<file path="src/hdl/wcfb_pkg.sv">
// types and constants of the word checksum frame builder
// no dependencies; used by every module of the block
package wcfb_pkg;

    // input item
    typedef struct packed {
        logic [1:0]  opcode;
        logic [11:0] word_count;
        logic [15:0] data_word;
    } t_in_item;

    // result item
    typedef struct packed {
        logic [7:0] out_byte;
        logic       run_last;
        logic       frame_last;
        logic [1:0] status;
    } t_out_item;

    // configuration registers
    typedef struct packed {
        logic [7:0]  address_byte;
        logic [7:0]  message_type;
        logic [15:0] attribute_word;
        logic        length_check_enable;
    } t_cfg;

    // one job for the serialiser: which parts of a frame to send, and their words
    typedef struct packed {
        logic        err;
        logic        has_hdr;
        logic        has_data;
        logic        has_csum;
        logic [1:0]  status;
        logic [15:0] len;
        logic [15:0] id;
        logic [15:0] seq;
        logic [15:0] attr;
        logic [15:0] data;
        logic [15:0] csum;
    } t_job;

    // opcodes
    localparam logic [1:0] OP_START     = 2'd0;
    localparam logic [1:0] OP_WORD      = 2'd1;
    localparam logic [1:0] OP_HEARTBEAT = 2'd2;
    localparam logic [1:0] OP_NONE      = 2'd3;

    // status codes
    localparam logic [1:0] ST_OK       = 2'd0;
    localparam logic [1:0] ST_NO_FRAME = 2'd1;
    localparam logic [1:0] ST_ABANDON  = 2'd2;

    // configuration register indexes
    localparam logic [1:0] CFG_ADDRESS   = 2'd0;
    localparam logic [1:0] CFG_TYPE      = 2'd1;
    localparam logic [1:0] CFG_ATTRIBUTE = 2'd2;
    localparam logic [1:0] CFG_LEN_CHECK = 2'd3;

    // frame constants
    localparam logic [7:0]  HDR_BYTE       = 8'hAA;
    localparam logic [7:0]  HEARTBEAT_TYPE = 8'h0E;
    localparam logic [12:0] FIXED_WORDS    = 13'd3;

    // byte positions within a full frame
    localparam logic [3:0] IDX_FIRST   = 4'd0;
    localparam logic [3:0] IDX_HDR_END = 4'd11;
    localparam logic [3:0] IDX_DATA_HI = 4'd12;
    localparam logic [3:0] IDX_DATA_LO = 4'd13;
    localparam logic [3:0] IDX_CSUM_HI = 4'd14;
    localparam logic [3:0] IDX_CSUM_LO = 4'd15;

endpackage

</file>
<file path="src/hdl/wcfb_front.sv">
// front end: accepts items, keeps frame state and running sum, builds jobs
// depends on wcfb_pkg
module wcfb_front
    import wcfb_pkg::*;
(
    input  logic     i_clk,
    input  logic     i_rst_n,
    input  t_cfg     i_cfg,
    input  logic     i_in_valid,
    input  t_in_item i_in_item,
    input  logic     i_q_full,
    output logic     o_in_ready,
    output logic     o_push,
    output t_job     o_job
);

    logic [15:0] r_seq, n_seq;
    logic [15:0] r_hb, n_hb;
    logic [15:0] r_sum, n_sum;
    logic [11:0] r_left, n_left;
    logic        r_open, n_open;

    logic        accept;
    logic        is_hb;
    logic [11:0] len_cnt;
    logic [12:0] len_raw;
    logic [15:0] len_plain;
    logic [15:0] len_word;
    logic [15:0] id_word;
    logic [15:0] hdr_sum;
    logic [15:0] word_sum;
    logic [1:0]  open_status;

    assign o_in_ready = !i_q_full;
    assign accept     = i_in_valid && !i_q_full;

    // header words and sums
    always_comb begin
        is_hb     = (i_in_item.opcode == OP_HEARTBEAT);
        len_cnt   = is_hb ? 12'd1 : i_in_item.word_count;
        len_raw   = {1'b0, len_cnt} + FIXED_WORDS;
        len_plain = {3'b000, len_raw};
        if (i_cfg.length_check_enable) begin
            len_word = {1'b1, ^len_plain[11:8], ^len_plain[7:4], ^len_plain[3:0],
                        len_plain[11:0]};
        end else begin
            len_word = len_plain;
        end
        id_word     = {i_cfg.address_byte, is_hb ? HEARTBEAT_TYPE : i_cfg.message_type};
        hdr_sum     = len_word + id_word + r_seq + i_cfg.attribute_word;
        word_sum    = r_sum + i_in_item.data_word;
        open_status = r_open ? ST_ABANDON : ST_OK;
    end

    // classify the item and work out the next frame state
    always_comb begin
        o_job.err      = 1'b0;
        o_job.has_hdr  = 1'b0;
        o_job.has_data = 1'b0;
        o_job.has_csum = 1'b0;
        o_job.status   = ST_OK;
        o_job.len      = len_word;
        o_job.id       = id_word;
        o_job.seq      = r_seq;
        o_job.attr     = i_cfg.attribute_word;
        o_job.data     = is_hb ? r_hb : i_in_item.data_word;
        o_job.csum     = hdr_sum;
        o_push         = 1'b0;
        n_seq          = r_seq;
        n_hb           = r_hb;
        n_sum          = r_sum;
        n_left         = r_left;
        n_open         = r_open;
        unique case (i_in_item.opcode)
            OP_START: begin
                o_push         = accept;
                o_job.has_hdr  = 1'b1;
                o_job.has_csum = (i_in_item.word_count == 12'd0);
                o_job.status   = open_status;
                n_seq          = r_seq + 16'd1;
                n_sum          = hdr_sum;
                n_left         = i_in_item.word_count;
                n_open         = (i_in_item.word_count != 12'd0);
            end
            OP_WORD: begin
                o_push = accept;
                if (!r_open) begin
                    o_job.err    = 1'b1;
                    o_job.status = ST_NO_FRAME;
                end else begin
                    o_job.has_data = 1'b1;
                    o_job.has_csum = (r_left == 12'd1);
                    o_job.csum     = word_sum;
                    n_sum          = word_sum;
                    n_left         = r_left - 12'd1;
                    n_open         = (r_left != 12'd1);
                end
            end
            OP_HEARTBEAT: begin
                o_push         = accept;
                o_job.has_hdr  = 1'b1;
                o_job.has_data = 1'b1;
                o_job.has_csum = 1'b1;
                o_job.status   = open_status;
                o_job.csum     = hdr_sum + r_hb;
                n_seq          = r_seq + 16'd1;
                n_hb           = r_hb + 16'd1;
                n_left         = 12'd0;
                n_open         = 1'b0;
            end
            OP_NONE: begin
                o_push = 1'b0;
            end
        endcase
    end

    // frame state registers
    always_ff @(posedge i_clk) begin
        if (!i_rst_n) begin
            r_seq  <= 16'd0;
            r_hb   <= 16'd0;
            r_sum  <= 16'd0;
            r_left <= 12'd0;
            r_open <= 1'b0;
        end else if (accept) begin
            r_seq  <= n_seq;
            r_hb   <= n_hb;
            r_sum  <= n_sum;
            r_left <= n_left;
            r_open <= n_open;
        end
    end

endmodule

</file>
<file path="src/hdl/wcfb_queue.sv">
// two-entry job queue between front end and serialiser
// depends on wcfb_pkg
module wcfb_queue
    import wcfb_pkg::*;
(
    input  logic i_clk,
    input  logic i_rst_n,
    input  logic i_push,
    input  t_job i_job,
    input  logic i_pop,
    output logic o_full,
    output logic o_valid,
    output t_job o_job
);

    t_job       r_mem [2];
    logic       r_wp;
    logic       r_rp;
    logic [1:0] r_cnt;

    assign o_full  = (r_cnt == 2'd2);
    assign o_valid = (r_cnt != 2'd0);
    assign o_job   = r_mem[r_rp];

    // pointers and fill count
    always_ff @(posedge i_clk) begin
        if (!i_rst_n) begin
            r_wp  <= 1'b0;
            r_rp  <= 1'b0;
            r_cnt <= 2'd0;
        end else begin
            if (i_push) begin
                r_wp <= !r_wp;
            end
            if (i_pop) begin
                r_rp <= !r_rp;
            end
            if (i_push && !i_pop) begin
                r_cnt <= r_cnt + 2'd1;
            end else if (i_pop && !i_push) begin
                r_cnt <= r_cnt - 2'd1;
            end
        end
    end

    // entry storage
    always_ff @(posedge i_clk) begin
        if (i_push) begin
            r_mem[r_wp] <= i_job;
        end
    end

endmodule

</file>
<file path="src/hdl/wcfb_back.sv">
// back end: serialises jobs into frame bytes through the output register
// depends on wcfb_pkg
module wcfb_back
    import wcfb_pkg::*;
(
    input  logic      i_clk,
    input  logic      i_rst_n,
    input  logic      i_q_valid,
    input  t_job      i_q_job,
    output logic      o_pop,
    output logic      o_out_valid,
    input  logic      i_out_ready,
    output t_out_item o_out_item
);

    t_job       r_job;
    logic       r_busy;
    logic [3:0] r_idx;
    logic       r_ov;
    t_out_item  r_out;

    logic       advance;
    logic       last;
    logic [3:0] next_idx;
    logic [3:0] start_idx;
    logic [15:0] cur_word;
    t_out_item  cur_item;

    assign o_out_valid = r_ov;
    assign o_out_item  = r_out;

    // byte selection and sequencing
    always_comb begin
        unique case (r_idx[3:1])
            3'd0, 3'd1: cur_word = {HDR_BYTE, HDR_BYTE};
            3'd2:       cur_word = r_job.len;
            3'd3:       cur_word = r_job.id;
            3'd4:       cur_word = r_job.seq;
            3'd5:       cur_word = r_job.attr;
            3'd6:       cur_word = r_job.data;
            3'd7:       cur_word = r_job.csum;
            default:    cur_word = r_job.csum;
        endcase
        last = r_job.err
            || (r_idx == IDX_CSUM_LO)
            || (r_idx == IDX_DATA_LO && !r_job.has_csum)
            || (r_idx == IDX_HDR_END && !r_job.has_data && !r_job.has_csum);
        next_idx = (r_idx == IDX_HDR_END && !r_job.has_data) ? IDX_CSUM_HI : r_idx + 4'd1;
        start_idx = i_q_job.has_hdr ? IDX_FIRST :
                    (i_q_job.has_data ? IDX_DATA_HI : IDX_CSUM_HI);
        cur_item.out_byte   = r_job.err ? 8'd0 : (r_idx[0] ? cur_word[7:0] : cur_word[15:8]);
        cur_item.run_last   = last;
        cur_item.frame_last = !r_job.err && (r_idx == IDX_CSUM_LO);
        cur_item.status     = r_job.status;
        advance = r_busy && (!r_ov || i_out_ready);
        o_pop   = i_q_valid && (!r_busy || (advance && last));
    end

    // job register and byte position
    always_ff @(posedge i_clk) begin
        if (!i_rst_n) begin
            r_busy <= 1'b0;
            r_idx  <= IDX_FIRST;
        end else if (o_pop) begin
            r_busy <= 1'b1;
            r_idx  <= start_idx;
        end else if (advance && last) begin
            r_busy <= 1'b0;
        end else if (advance) begin
            r_idx <= next_idx;
        end
    end

    always_ff @(posedge i_clk) begin
        if (o_pop) begin
            r_job <= i_q_job;
        end
    end

    // output register
    always_ff @(posedge i_clk) begin
        if (!i_rst_n) begin
            r_ov <= 1'b0;
        end else if (advance) begin
            r_ov <= 1'b1;
        end else if (i_out_ready) begin
            r_ov <= 1'b0;
        end
    end

    always_ff @(posedge i_clk) begin
        if (advance) begin
            r_out <= cur_item;
        end
    end

endmodule

</file>
<file path="src/hdl/word_checksum_frame_builder.sv">
// top level of the word checksum frame builder: config registers, front, queue, back
// depends on wcfb_pkg, wcfb_front, wcfb_queue, wcfb_back
//
// Frames leave one byte per cycle through a registered output while the receiver
// is ready. A message word gives two bytes (four when it is the last word and the
// checksum follows), a start item twelve (fourteen when the frame is empty), a
// heartbeat sixteen, a stray word one; a reserved opcode is taken and dropped.
// The front takes one item per cycle while its two-entry job queue has room; the
// serialiser moves to the next job without a gap, so the output byte rate sets
// throughput. Configuration is to be written while idle; the block does not check.
module word_checksum_frame_builder
    import wcfb_pkg::*;
(
    input  logic      i_clk,
    input  logic      i_rst_n,
    input  logic      i_in_valid,
    output logic      o_in_ready,
    input  t_in_item  i_in_item,
    output logic      o_out_valid,
    input  logic      i_out_ready,
    output t_out_item o_out_item,
    input  logic      i_cfg_we,
    input  logic [1:0] i_cfg_idx,
    input  logic [15:0] i_cfg_data
);

    t_cfg r_cfg;
    logic q_full;
    logic q_valid;
    logic push;
    logic pop;
    t_job front_job;
    t_job q_job;

    // configuration registers
    always_ff @(posedge i_clk) begin
        if (!i_rst_n) begin
            r_cfg <= '0;
        end else if (i_cfg_we) begin
            unique case (i_cfg_idx)
                CFG_ADDRESS:   r_cfg.address_byte        <= i_cfg_data[7:0];
                CFG_TYPE:      r_cfg.message_type        <= i_cfg_data[7:0];
                CFG_ATTRIBUTE: r_cfg.attribute_word      <= i_cfg_data;
                CFG_LEN_CHECK: r_cfg.length_check_enable <= i_cfg_data[0];
            endcase
        end
    end

    wcfb_front u_front (
        .i_clk      (i_clk),
        .i_rst_n    (i_rst_n),
        .i_cfg      (r_cfg),
        .i_in_valid (i_in_valid),
        .i_in_item  (i_in_item),
        .i_q_full   (q_full),
        .o_in_ready (o_in_ready),
        .o_push     (push),
        .o_job      (front_job)
    );

    wcfb_queue u_queue (
        .i_clk   (i_clk),
        .i_rst_n (i_rst_n),
        .i_push  (push),
        .i_job   (front_job),
        .i_pop   (pop),
        .o_full  (q_full),
        .o_valid (q_valid),
        .o_job   (q_job)
    );

    wcfb_back u_back (
        .i_clk       (i_clk),
        .i_rst_n     (i_rst_n),
        .i_q_valid   (q_valid),
        .i_q_job     (q_job),
        .o_pop       (pop),
        .o_out_valid (o_out_valid),
        .i_out_ready (i_out_ready),
        .o_out_item  (o_out_item)
    );

endmodule

</file>
<file path="config.mk">
export PLATFORM = sky130hd
export DESIGN_NAME = word_checksum_frame_builder
export DESIGN_NICKNAME = d
export VERILOG_FILES = /design/src/hdl/wcfb_pkg.sv /design/src/hdl/wcfb_front.sv /design/src/hdl/wcfb_queue.sv /design/src/hdl/wcfb_back.sv /design/src/hdl/word_checksum_frame_builder.sv
export SDC_FILE = /design/constraint.sdc
export NUM_CORES = 1
export LEC_CHECK = 0
export BUFFER_PORTS_ARGS = -buffer_cell sky130_fd_sc_hd__buf_4
export CAP_MARGIN = 20
export CORE_MARGIN = 1.5
export CORE_UTILIZATION = 60
export CTS_BUF_LIST = sky130_fd_sc_hd__clkbuf_8
export DETAILED_ROUTE_END_ITERATION = 10
export GPL_ROUTABILITY_DRIVEN = 1
export MAX_ROUTING_LAYER = met4
export PLACE_DENSITY = 0.77
export RECOVER_POWER = 100
export SLEW_MARGIN = 10
export SYNTH_ARGS = -nofsm -noshare
export SYNTH_HDL_FRONTEND = slang
export SYNTH_SLANG_ARGS = --single-unit
</file>
<file path="constraint.sdc">
create_clock -name i_clk -period 10.85 [get_ports i_clk]
set_input_delay 0 -clock i_clk [delete_from_list [all_inputs] [get_ports i_clk]]
set_output_delay 0 -clock i_clk [all_outputs]
set_load 0.01 [all_outputs]
</file>
# Yosys cells after proc, flatten, opt, wreduce, memory -nomap -nowiden
# Memory sizes are Yosys's and may differ from the RTL's. A register that Yosys moved wholly into a read port is not among the register bits.
# Cells that the tools add are included.
[word_totals]
reg_bits = 217
inputBits = 53
memories = 1
output_inout_bits = 14
ram_bits = 204
[mem_list]
columns = ["memory", "depth", "word_bits", "read_ports", "rd_ports_with_merged_regs", "wr", "line_no", "rtl"]
rows = [
  ["u_queue.r_mem", 2, 102, 1, 1, 1, "wcfb_queue.sv:16", "t_job r_mem [2];"],
]
[op_classes]
n_reduce_logical = 53
n_addsub = 12
n_mux = 39
n_eq_ne = 21
[op_table]
columns = ["operator", "count"]
rows = [
  ["$pmux W16 S7", 1],
  ["$add A16 B16 Y16", 5],
  ["$mux W16", 4],
  ["$pmux W16 S2", 2],
  ["$pmux W12 S3", 1],
  ["$add A16 B1 Y16 const B", 2],
  ["$mux W12", 2],
  ["$mux W4", 5],
  ["$mux W8", 2],
  ["$reduce_and A2 Y1", 8],
  ["$add A12 B2 Y13 const B", 1],
  ["$mux W1", 13],
  ["$eq A12 B1 Y1 const B", 1],
  ["$eq A3 B3 Y1 const B", 4],
  ["$eq A4 B4 Y1 const B", 3],
  ["$logic_not A12 Y1", 1],
  ["$ne A12 B1 Y1 const B", 1],
  ["$reduce_bool A12 Y1", 1],
  ["$reduce_bool A2 Y1", 6],
  ["$reduce_xor A4 Y1", 3],
  ["$sub A12 B1 Y12 const B", 1],
  ["$eq A2 B2 Y1 const B", 5],
  ["$logic_and A1 B1 Y1", 10],
  ["$logic_not A1 Y1", 10],
  ["19 further kinds", 33],
]

# Logic depth before layout (Yosys ltp)
# Gate-level depths: netlist of run 1.
[logic_depth]
ltp_word = 10
depth_mapped = 28

# Modules after synthesis
# From an unflattened synthesis of run 1, not the netlist that was laid out.
[hier_totals]
hier_cells = 1626
hier_area_um2 = 20701.1
[by_module_without_submodules]
columns = ["mod", "instances", "cells_per_inst", "seq_area_each_um2", "area_each_um2"]
rows = [
  ["wcfb_queue", 1, 339, 6226.0, 7902.6],
  ["wcfb_front", 1, 875, 1221.2, 6827.8],
  ["wcfb_back", 1, 284, 3513.4, 4712.0],
  ["word_checksum_frame_builder", 1, 128, 660.6, 1258.7],
]

# Worst setup path before layout of run 1
# No wires, ideal clock.
[synth_path]
kind = "reg-to-reg"
start = "register u_queue.r_cnt[0]"
end = "memory u_queue.r_mem[0][0] in the netlist's numbering, enable pin"
t_required_ps = 10162
path_stages_with_launch = 4
period_less_slack_ps = 8368
n_path_buf = 0
arrival_ps = 7679
setup_ps = 688
setup_slack_ps = 2482
cell_sequence = "dfxtp_1 -> nand2b_1 -> nand2_1 -> nor3_1"
[synth_via]
elab_chain_cells = 6
[synth_lines]
columns = ["element", "line_no", "rtl"]
rows = [
  ["start, declared", "wcfb_queue.sv:19", "logic [1:0] r_cnt;"],
  ["start signal, assigned", "wcfb_queue.sv:39", "r_cnt <= r_cnt + 2'd1;"],
  ["start signal, assigned", "wcfb_queue.sv:41", "r_cnt <= r_cnt - 2'd1;"],
  ["$eq A2 B2 Y1", "wcfb_queue.sv:21", "assign o_full = (r_cnt == 2'd2);"],
  ["$logic_not A1 Y1", "-", ""],
  ["named net o_in_ready", "word_checksum_frame_builder.sv:17", "output logic o_in_ready,"],
  ["$logic_and A1 B1 Y1", "wcfb_front.sv:35", "assign accept = i_in_valid && !i_q_full;"],
  ["$pmux W1 S2", "wcfb_front.sv:74", "unique case (i_in_item.opcode)"],
  ["$mux W1", "wcfb_queue.sv:48", "if (i_push) begin"],
  ["$mux W1 (implied by the code)", "wcfb_queue.sv:49", "r_mem[r_wp] <= i_job;"],
  ["end, declared", "wcfb_queue.sv:16", ""],
]
# The timed path passes the listed nets, and every way through them passes these cells.

==> results of run 1 <==
[kinds of logic after synthesis]
kind of cell	count (synthesis)	synth area share
flip-flops	422	0.5799
AND/OR/NAND/NOR	367	0.08891
AO/OA/AOI/OAI	280	0.08985
buffers and inverters	176	0.03528
multiplexers	173	0.09765
XOR/XNOR	92	0.04021
adder cells (fa/ha/maj)	90	0.06818
[cell usage in the layout (no fill, tap or decap), types with 62 or more instances in the layout]
cell,count
sky130_fd_sc_hd__nand2_1,92
sky130_fd_sc_hd__mux2_2,103
sky130_fd_sc_hd__inv_1,142
sky130_fd_sc_hd__edfxtp_1,317
sky130_fd_sc_hd__nor2_1,103
sky130_fd_sc_hd__a21oi_1,92
sky130_fd_sc_hd__dfxtp_1,105
sky130_fd_sc_hd__dlygate4sd3_1,62
sky130_fd_sc_hd__clkbuf_8,77
sky130_fd_sc_hd__o21ai_0,62
[worst max-delay path: cells and delay by family]
family                   cells  cell delay [ns]
buffers and inverters        6             2.62
AND/OR/NAND/NOR              6             1.97
AO/OA/AOI/OAI                7             1.43
XOR/XNOR                     1             0.18
multiplexers                 1             0.22
adder cells (fa/ha/maj)      6             2.35
[where the power goes]
part           switching, mW  internal (mW)  total [mW]
clock                  0.637          0.683        1.32
sequential             0.158           2.18        2.34
combinational          0.781          0.492        1.27
[path summary, 6_finish.rpt]
path | slack (ns) | start | cells past startpoint | end
max | 2.45 | i_in_item[28] | 27 | u_queue.r_mem[1][15]$_DFFE_PP_
max reg2reg | 3.78 | u_queue.r_cnt[0]$_SDFFE_PN0P_ | 5 | u_queue.r_mem[1][77]$_DFFE_PP_
min | 0.22 | i_cfg_data[7] | 4 | r_cfg[24]$_SDFFE_PN0P_
min reg2reg | 0.42 | u_back.cur_item[1]$_DFFE_PP_ | 0 | u_back.o_out_item[1]$_DFFE_PP_
[metal layers]
layer / vias to the layer above / part of all wire / GRT usage
met5: - / 0 / -
met4: 0 / 0.045 / 0.1339
met3: 152 / 0.092 / 0.04696
met2: 773 / 0.46 / 0.4772
met1: 6666 / 0.40 / 0.4116
li1: 6172 / - / -
[layout make-up]
class / count / share of cell area
diodes: 1 / 0.0001099
repair buffers: 143 / 0.04985
clock inverters: 49 / 0.01132
inverters: 117 / 0.01935
multi-input cells: 1002 / 0.3381
clock buffers: 77 / 0.04655
flip-flops and latches: 422 / 0.5105
well taps: 442 / 0.02429
[through the flow]
stage	setup WS (ns)	cell area (um2)
6_report	2.454	22770
5_1_grt	1.801	22770
4_1_cts	4.140	22880
3_5_place_dp	4.071	20950
3_3_place_gp	4.372	20950
2_1_floorplan	2.482	20040
[sequential cells by signal, indices dropped and copies added (netlist names), named ones only]
name                count
u_queue.r_mem         204
u_back.r_job           99
r_cfg                  33
u_front.r_hb           16
u_front.r_seq          16
u_front.r_sum          16
u_back.o_out_item      12
u_front.r_left         12
u_back.r_idx            4
u_back.cur_item         2
u_queue.r_cnt           2
u_back.o_out_valid      1
u_back.r_busy           1
u_front.r_open          1
u_queue.r_rp            1
u_queue.r_wp            1
==> results.cfg, run 1 <==
[critical_path]
critical-path-top-cell-by-count = sky130_fd_sc_hd__ha_1
slowest_delay_ns = 1.66
worst-endpoint-arrival_ns = 8.80
worst-setup-path-type = in -> reg
crit_required_ns = 11.25
cp_startpoint_kind = primary input
critPathMaxFanout = 45
type_of_element_capturing_the_critical_path = flip-flop
critical-path-slowest-cell = sky130_fd_sc_hd__clkbuf_1

[synthesis]
postSynth.topFlopCell = sky130_fd_sc_hd__edfxtp_1
synth-seq-area-share = 0.5799
syn-instance-count = 1600
synthArstFlopShare = 0
synth.yosys.warnings = 0
syn_area_um2 = 20040
yosys-top-cells-count = sky130_fd_sc_hd__edfxtp_1, sky130_fd_sc_hd__mux2_2, sky130_fd_sc_hd__inv_1
synthesis.area_per_instance_um2 = 12.52
yosys-top-cells-area = sky130_fd_sc_hd__edfxtp_1, sky130_fd_sc_hd__dfxtp_1, sky130_fd_sc_hd__mux2_2
synth_area_leader_cell = sky130_fd_sc_hd__edfxtp_1
synth.net_count = 1743
synth_enable_flop_cells = 317
yosysTopAreaCellShare = 0.4750
synthDistinctLibCells = 75
most_repeated_cell_in_the_gate_level_netlist_after_synthesis = sky130_fd_sc_hd__edfxtp_1
ys_ff_latch = 422

[grt]
grt.total_usage = 0.3096
grt-ovfl-total = 0
grt_pass1_wl_um = 76340
maximum_number_of_pins_on_one_net_before_global_route_repair = 80
antenna_found_initial = 1
grt_pass1_vias = 13373

[timing]
final-max-slew-violation-count = 557
slew-limit-headroom = -1.683
finClkSkew_ns = 0.02635
worst_slew_pin_slew_ns = 4.025
setup_tns_ns = 0
final.min_clock_period_ns = 8.396
whs_ns = 0.2240
setup_viol_count_final = 0
timing_hold_violations_final = 0
setup_repair_after_global_routing_missed_its_margin = no
period_share = 0.7738
max_clock_freq_mhz = 119.1

[clocking]
clock_tree_from_tritoncts = yes
cts-htree-levels = 3
cts_inserted_buffers = 69
cts_root_buffer = sky130_fd_sc_hd__clkbuf_8
clock_latency_ns = 0.60
post-cts-setup-buffer-count = 0
postCtsHoldBufs = 62
clkTransAtPathRegs_ns = 0.06
cts.path.max_buffers = 3
clkSinkCount = 422
cts_repair_resize_count = 0

[floorplan]
floorplan.initialDensity = 0.6128
std_cell_rows = 66
die-area_um2 = 34500
die_span_y_um = 185.8
dieWidth_um = 185.8
num_io_pins = 67
placeableCoreArea_um2 = 32700

[power_and_ir_drop]
powerDensity_nw_per_um2 = 216.8
total_power_mw = 4.935
leakage_power_nw = 8.598
irDropWorstVdd_mv = 0.1671

[place]
place.detailed.instances = 2063
post_detail_place_hpwl_um = 33740
place.port_buffers = 66
place_congestion = 0.9254

[cells_and_area]
area_of_the_multi_input_gates_um2 = 7696
area.sequential_um2 = 11620
flow.area_growth_from_synthesis_pct = 13.61
final_layout_size_suffix_gt1_frac = 0.1541
layout.filler_cells = 2292
final_core_util = 0.6962
design.final.nets = 1898
fin_cells = 2253

[worst_hold_path]
timing.hold.worst.class = in -> reg

[drt]
route.detailed.wl_per_inst_um = 22.57
iteration_count_of_the_initial_detailed_routing_pass = 8
detail_route.wirelength_um = 50850
drt_iter0_markers = 1361
vias_per_cell = 6.109
vias = 13763
remaining_drc_errors = 0
antenna_left = 0

[outcome]
run_status = complete, but fails checks
violations = capacitance limit, slew limit

[job]
max-cap-violations = 12
Note: power is estimated with default switching activity, not from simulation.
==> run 2, diff against run 1 <==
==> constraint.sdc (replaced) <==
create_clock -name i_clk -period 8.3 [get_ports i_clk]
set_input_delay 0 -clock i_clk [delete_from_list [all_inputs] [get_ports i_clk]]
set_output_delay 0 -clock i_clk [all_outputs]
set_load 0.01 [all_outputs]
==> results.cfg, run 2 (synthesis results as in run 1) <==
[critical_path]
r2r_slack_ns = 1.29
critical_path.n_buffers_inverters = 1
cp_startpoint_kind = flip-flop
critPathMaxFanout = 57
worstPathCellList = nand2b_1 -> nand2_1 -> nor2_1 -> and2_0 -> clkbuf_1
worst-setup-path-type = reg -> reg
rr_endpoint = u_queue.r_mem[1][45]$_DFFE_PP_
slowest_delay_ns = 2.61
worst-endpoint-arrival_ns = 7.12
critical-path-slowest-cell = sky130_fd_sc_hd__clkbuf_1
critical_path.reg2reg.startpoint = u_queue.r_cnt[0]$_SDFFE_PN0P_
critPathTopFamily = simple AND/OR/NAND/NOR gates
type_of_element_capturing_the_critical_path = flip-flop
r2r.worst_path.cells = 5
crit_required_ns = 8.41

[timing]
period_share = 0.8442
final-max-slew-violation-count = 574
worst_slew_pin_slew_ns = 3.903
max_clock_freq_mhz = 142.7
post-route-worst-setup-slack_ns = 1.293
whs_ns = 0.2511
finClkSkew_ns = 0.04172
setup_viol_count_final = 0
timing_hold_violations_final = 0
setup_tns_ns = 0
final.min_clock_period_ns = 7.007
setup_repair_after_global_routing_missed_its_margin = no
slew-limit-headroom = -1.602

[floorplan]
dieWidth_um = 185.8
die-area_um2 = 34500
placeableCoreArea_um2 = 32700
std_cell_rows = 66
die_span_y_um = 185.8
floorplan.initialDensity = 0.6128
num_io_pins = 67

[clocking]
clkTransAtPathRegs_ns = 0.06
cts-htree-levels = 3
clkSinkCount = 422
cts_inserted_buffers = 70
cts_root_buffer = sky130_fd_sc_hd__clkbuf_8
cts.path.max_buffers = 3
clock_latency_ns = 0.61
post-cts-setup-buffer-count = 0
clock_tree_from_tritoncts = yes

[place]
placed_area_um2 = 20950
place_congestion = 0.9303
place.detailed.instances = 2063
post_detail_place_hpwl_um = 34470
place.port_buffers = 66
place_worst_setup_slack_ns = 1.920

[drt]
drt_iter0_markers = 1633
detail_route.wirelength_um = 50790
route.detailed.wl_per_inst_um = 22.51
vias = 13630
remaining_drc_errors = 0
iteration_count_of_the_initial_detailed_routing_pass = 5
antenna_left = 0
vias_per_cell = 6.042

[cells_and_area]
fin_cells = 2256
layout.filler_cells = 2340
max_reg_flops = 204
design.final.nets = 1899
layout_top_registers = u_queue.r_mem (204), u_back.r_job (99), r_cfg (33)
layout.cells.most_common_list = sky130_fd_sc_hd__edfxtp_1, sky130_fd_sc_hd__inv_1, sky130_fd_sc_hd__dfxtp_1, sky130_fd_sc_hd__nor2_1, sky130_fd_sc_hd__mux2_2
flow.area_growth_from_synthesis_pct = 13.47
layout.cells.most_common = sky130_fd_sc_hd__edfxtp_1
final_core_util = 0.6954
top_register = u_queue.r_mem
final_layout_size_suffix_gt1_frac = 0.1496
fin_area_um2 = 22740

[power_and_ir_drop]
irDropWorstVdd_mv = 0.2760
total_power_mw = 6.427
powerDensity_nw_per_um2 = 282.7
leakage_power_nw = 8.598

[grt]
grt_pass1_vias = 13225
grt-ovfl-total = 0
grt.total_usage = 0.3113
antenna_found_initial = 2
grt_pass1_wl_um = 76740
maximum_number_of_pins_on_one_net_before_global_route_repair = 79

[worst_hold_path]
timing.hold.worst.class = in -> reg
whs_path_cells = 4
hold_critical_path_endpoint = r_cfg[31]$_SDFFE_PN0P_
timing.hold.worst.start = i_cfg_data[6]

[outcome]
violations = capacitance limit, slew limit
run_status = complete, but fails checks

[job]
max-cap-violations = 12
[run 2: worst min-delay path, cell delays in order]
cell and delay (ns):
sky130_fd_sc_hd__dlygate4sd3_1 0.53, sky130_fd_sc_hd__buf_4 0.12, sky130_fd_sc_hd__mux2i_1 0.06, sky130_fd_sc_hd__nor2_1 0.08
[run 2: layout make-up]
type                    count  area [um2]  area share
diodes                      3       7.507   0.0003301
repair buffers            143        1132     0.04980
inverters                 117       441.7     0.01942
well taps                 442       553.0     0.02432
clock buffers              79        1087     0.04782
multi-input cells        1002        7689      0.3381
flip-flops and latches    422       11620      0.5111
clock inverters            48       207.7    0.009134
[run 2: how the worst max path moves through the flow]
stage	start	endpoint	slack, ns	cells past startpoint
final	u_queue.r_cnt[0]$_SDFFE_PN0P_	u_queue.r_mem[1][45]$_DFFE_PP_	1.29	5
after global routing	u_queue.r_cnt[0]$_SDFFE_PN0P_	u_queue.r_mem[1][62]$_DFFE_PP_	0.88	5
after CTS	i_in_item[28]	u_queue.r_mem[1][15]$_DFFE_PP_	1.93	27
after detailed placement	i_in_item[28]	u_queue.r_mem[0][15]$_DFFE_PP_	1.92	26
after global placement	i_in_item[28]	u_queue.r_mem[0][15]$_DFFE_PP_	2.16	26
after floorplan	i_in_item[28]	u_queue.r_mem[0][15]$_DFFE_PP_	2.20	28
[run 2: where the power goes]
part | total (mW) | leakage [nW] | internal, mW | switching, mW
sequential | 3.08 | 3.87 | 2.86 | 0.218
combinational | 1.65 | 3.95 | 0.637 | 1.02
clock | 1.70 | 0.787 | 0.874 | 0.822
[run 2: what timing repair did]
item,4_1_cts,5_1_grt
gates resized for setup,0,0
endpoints found under the hold margin,128,0
hold buffers,62,0
[run 2: metal layers]
metal  global-route usage  up-vias  routed length [um]
met5                    -        -                   0
met4               0.1268        0                1978
met3              0.05224      121                4339
met2               0.4746      683               23850
met1               0.4183     6660               20630
li1                     -     6166                   -
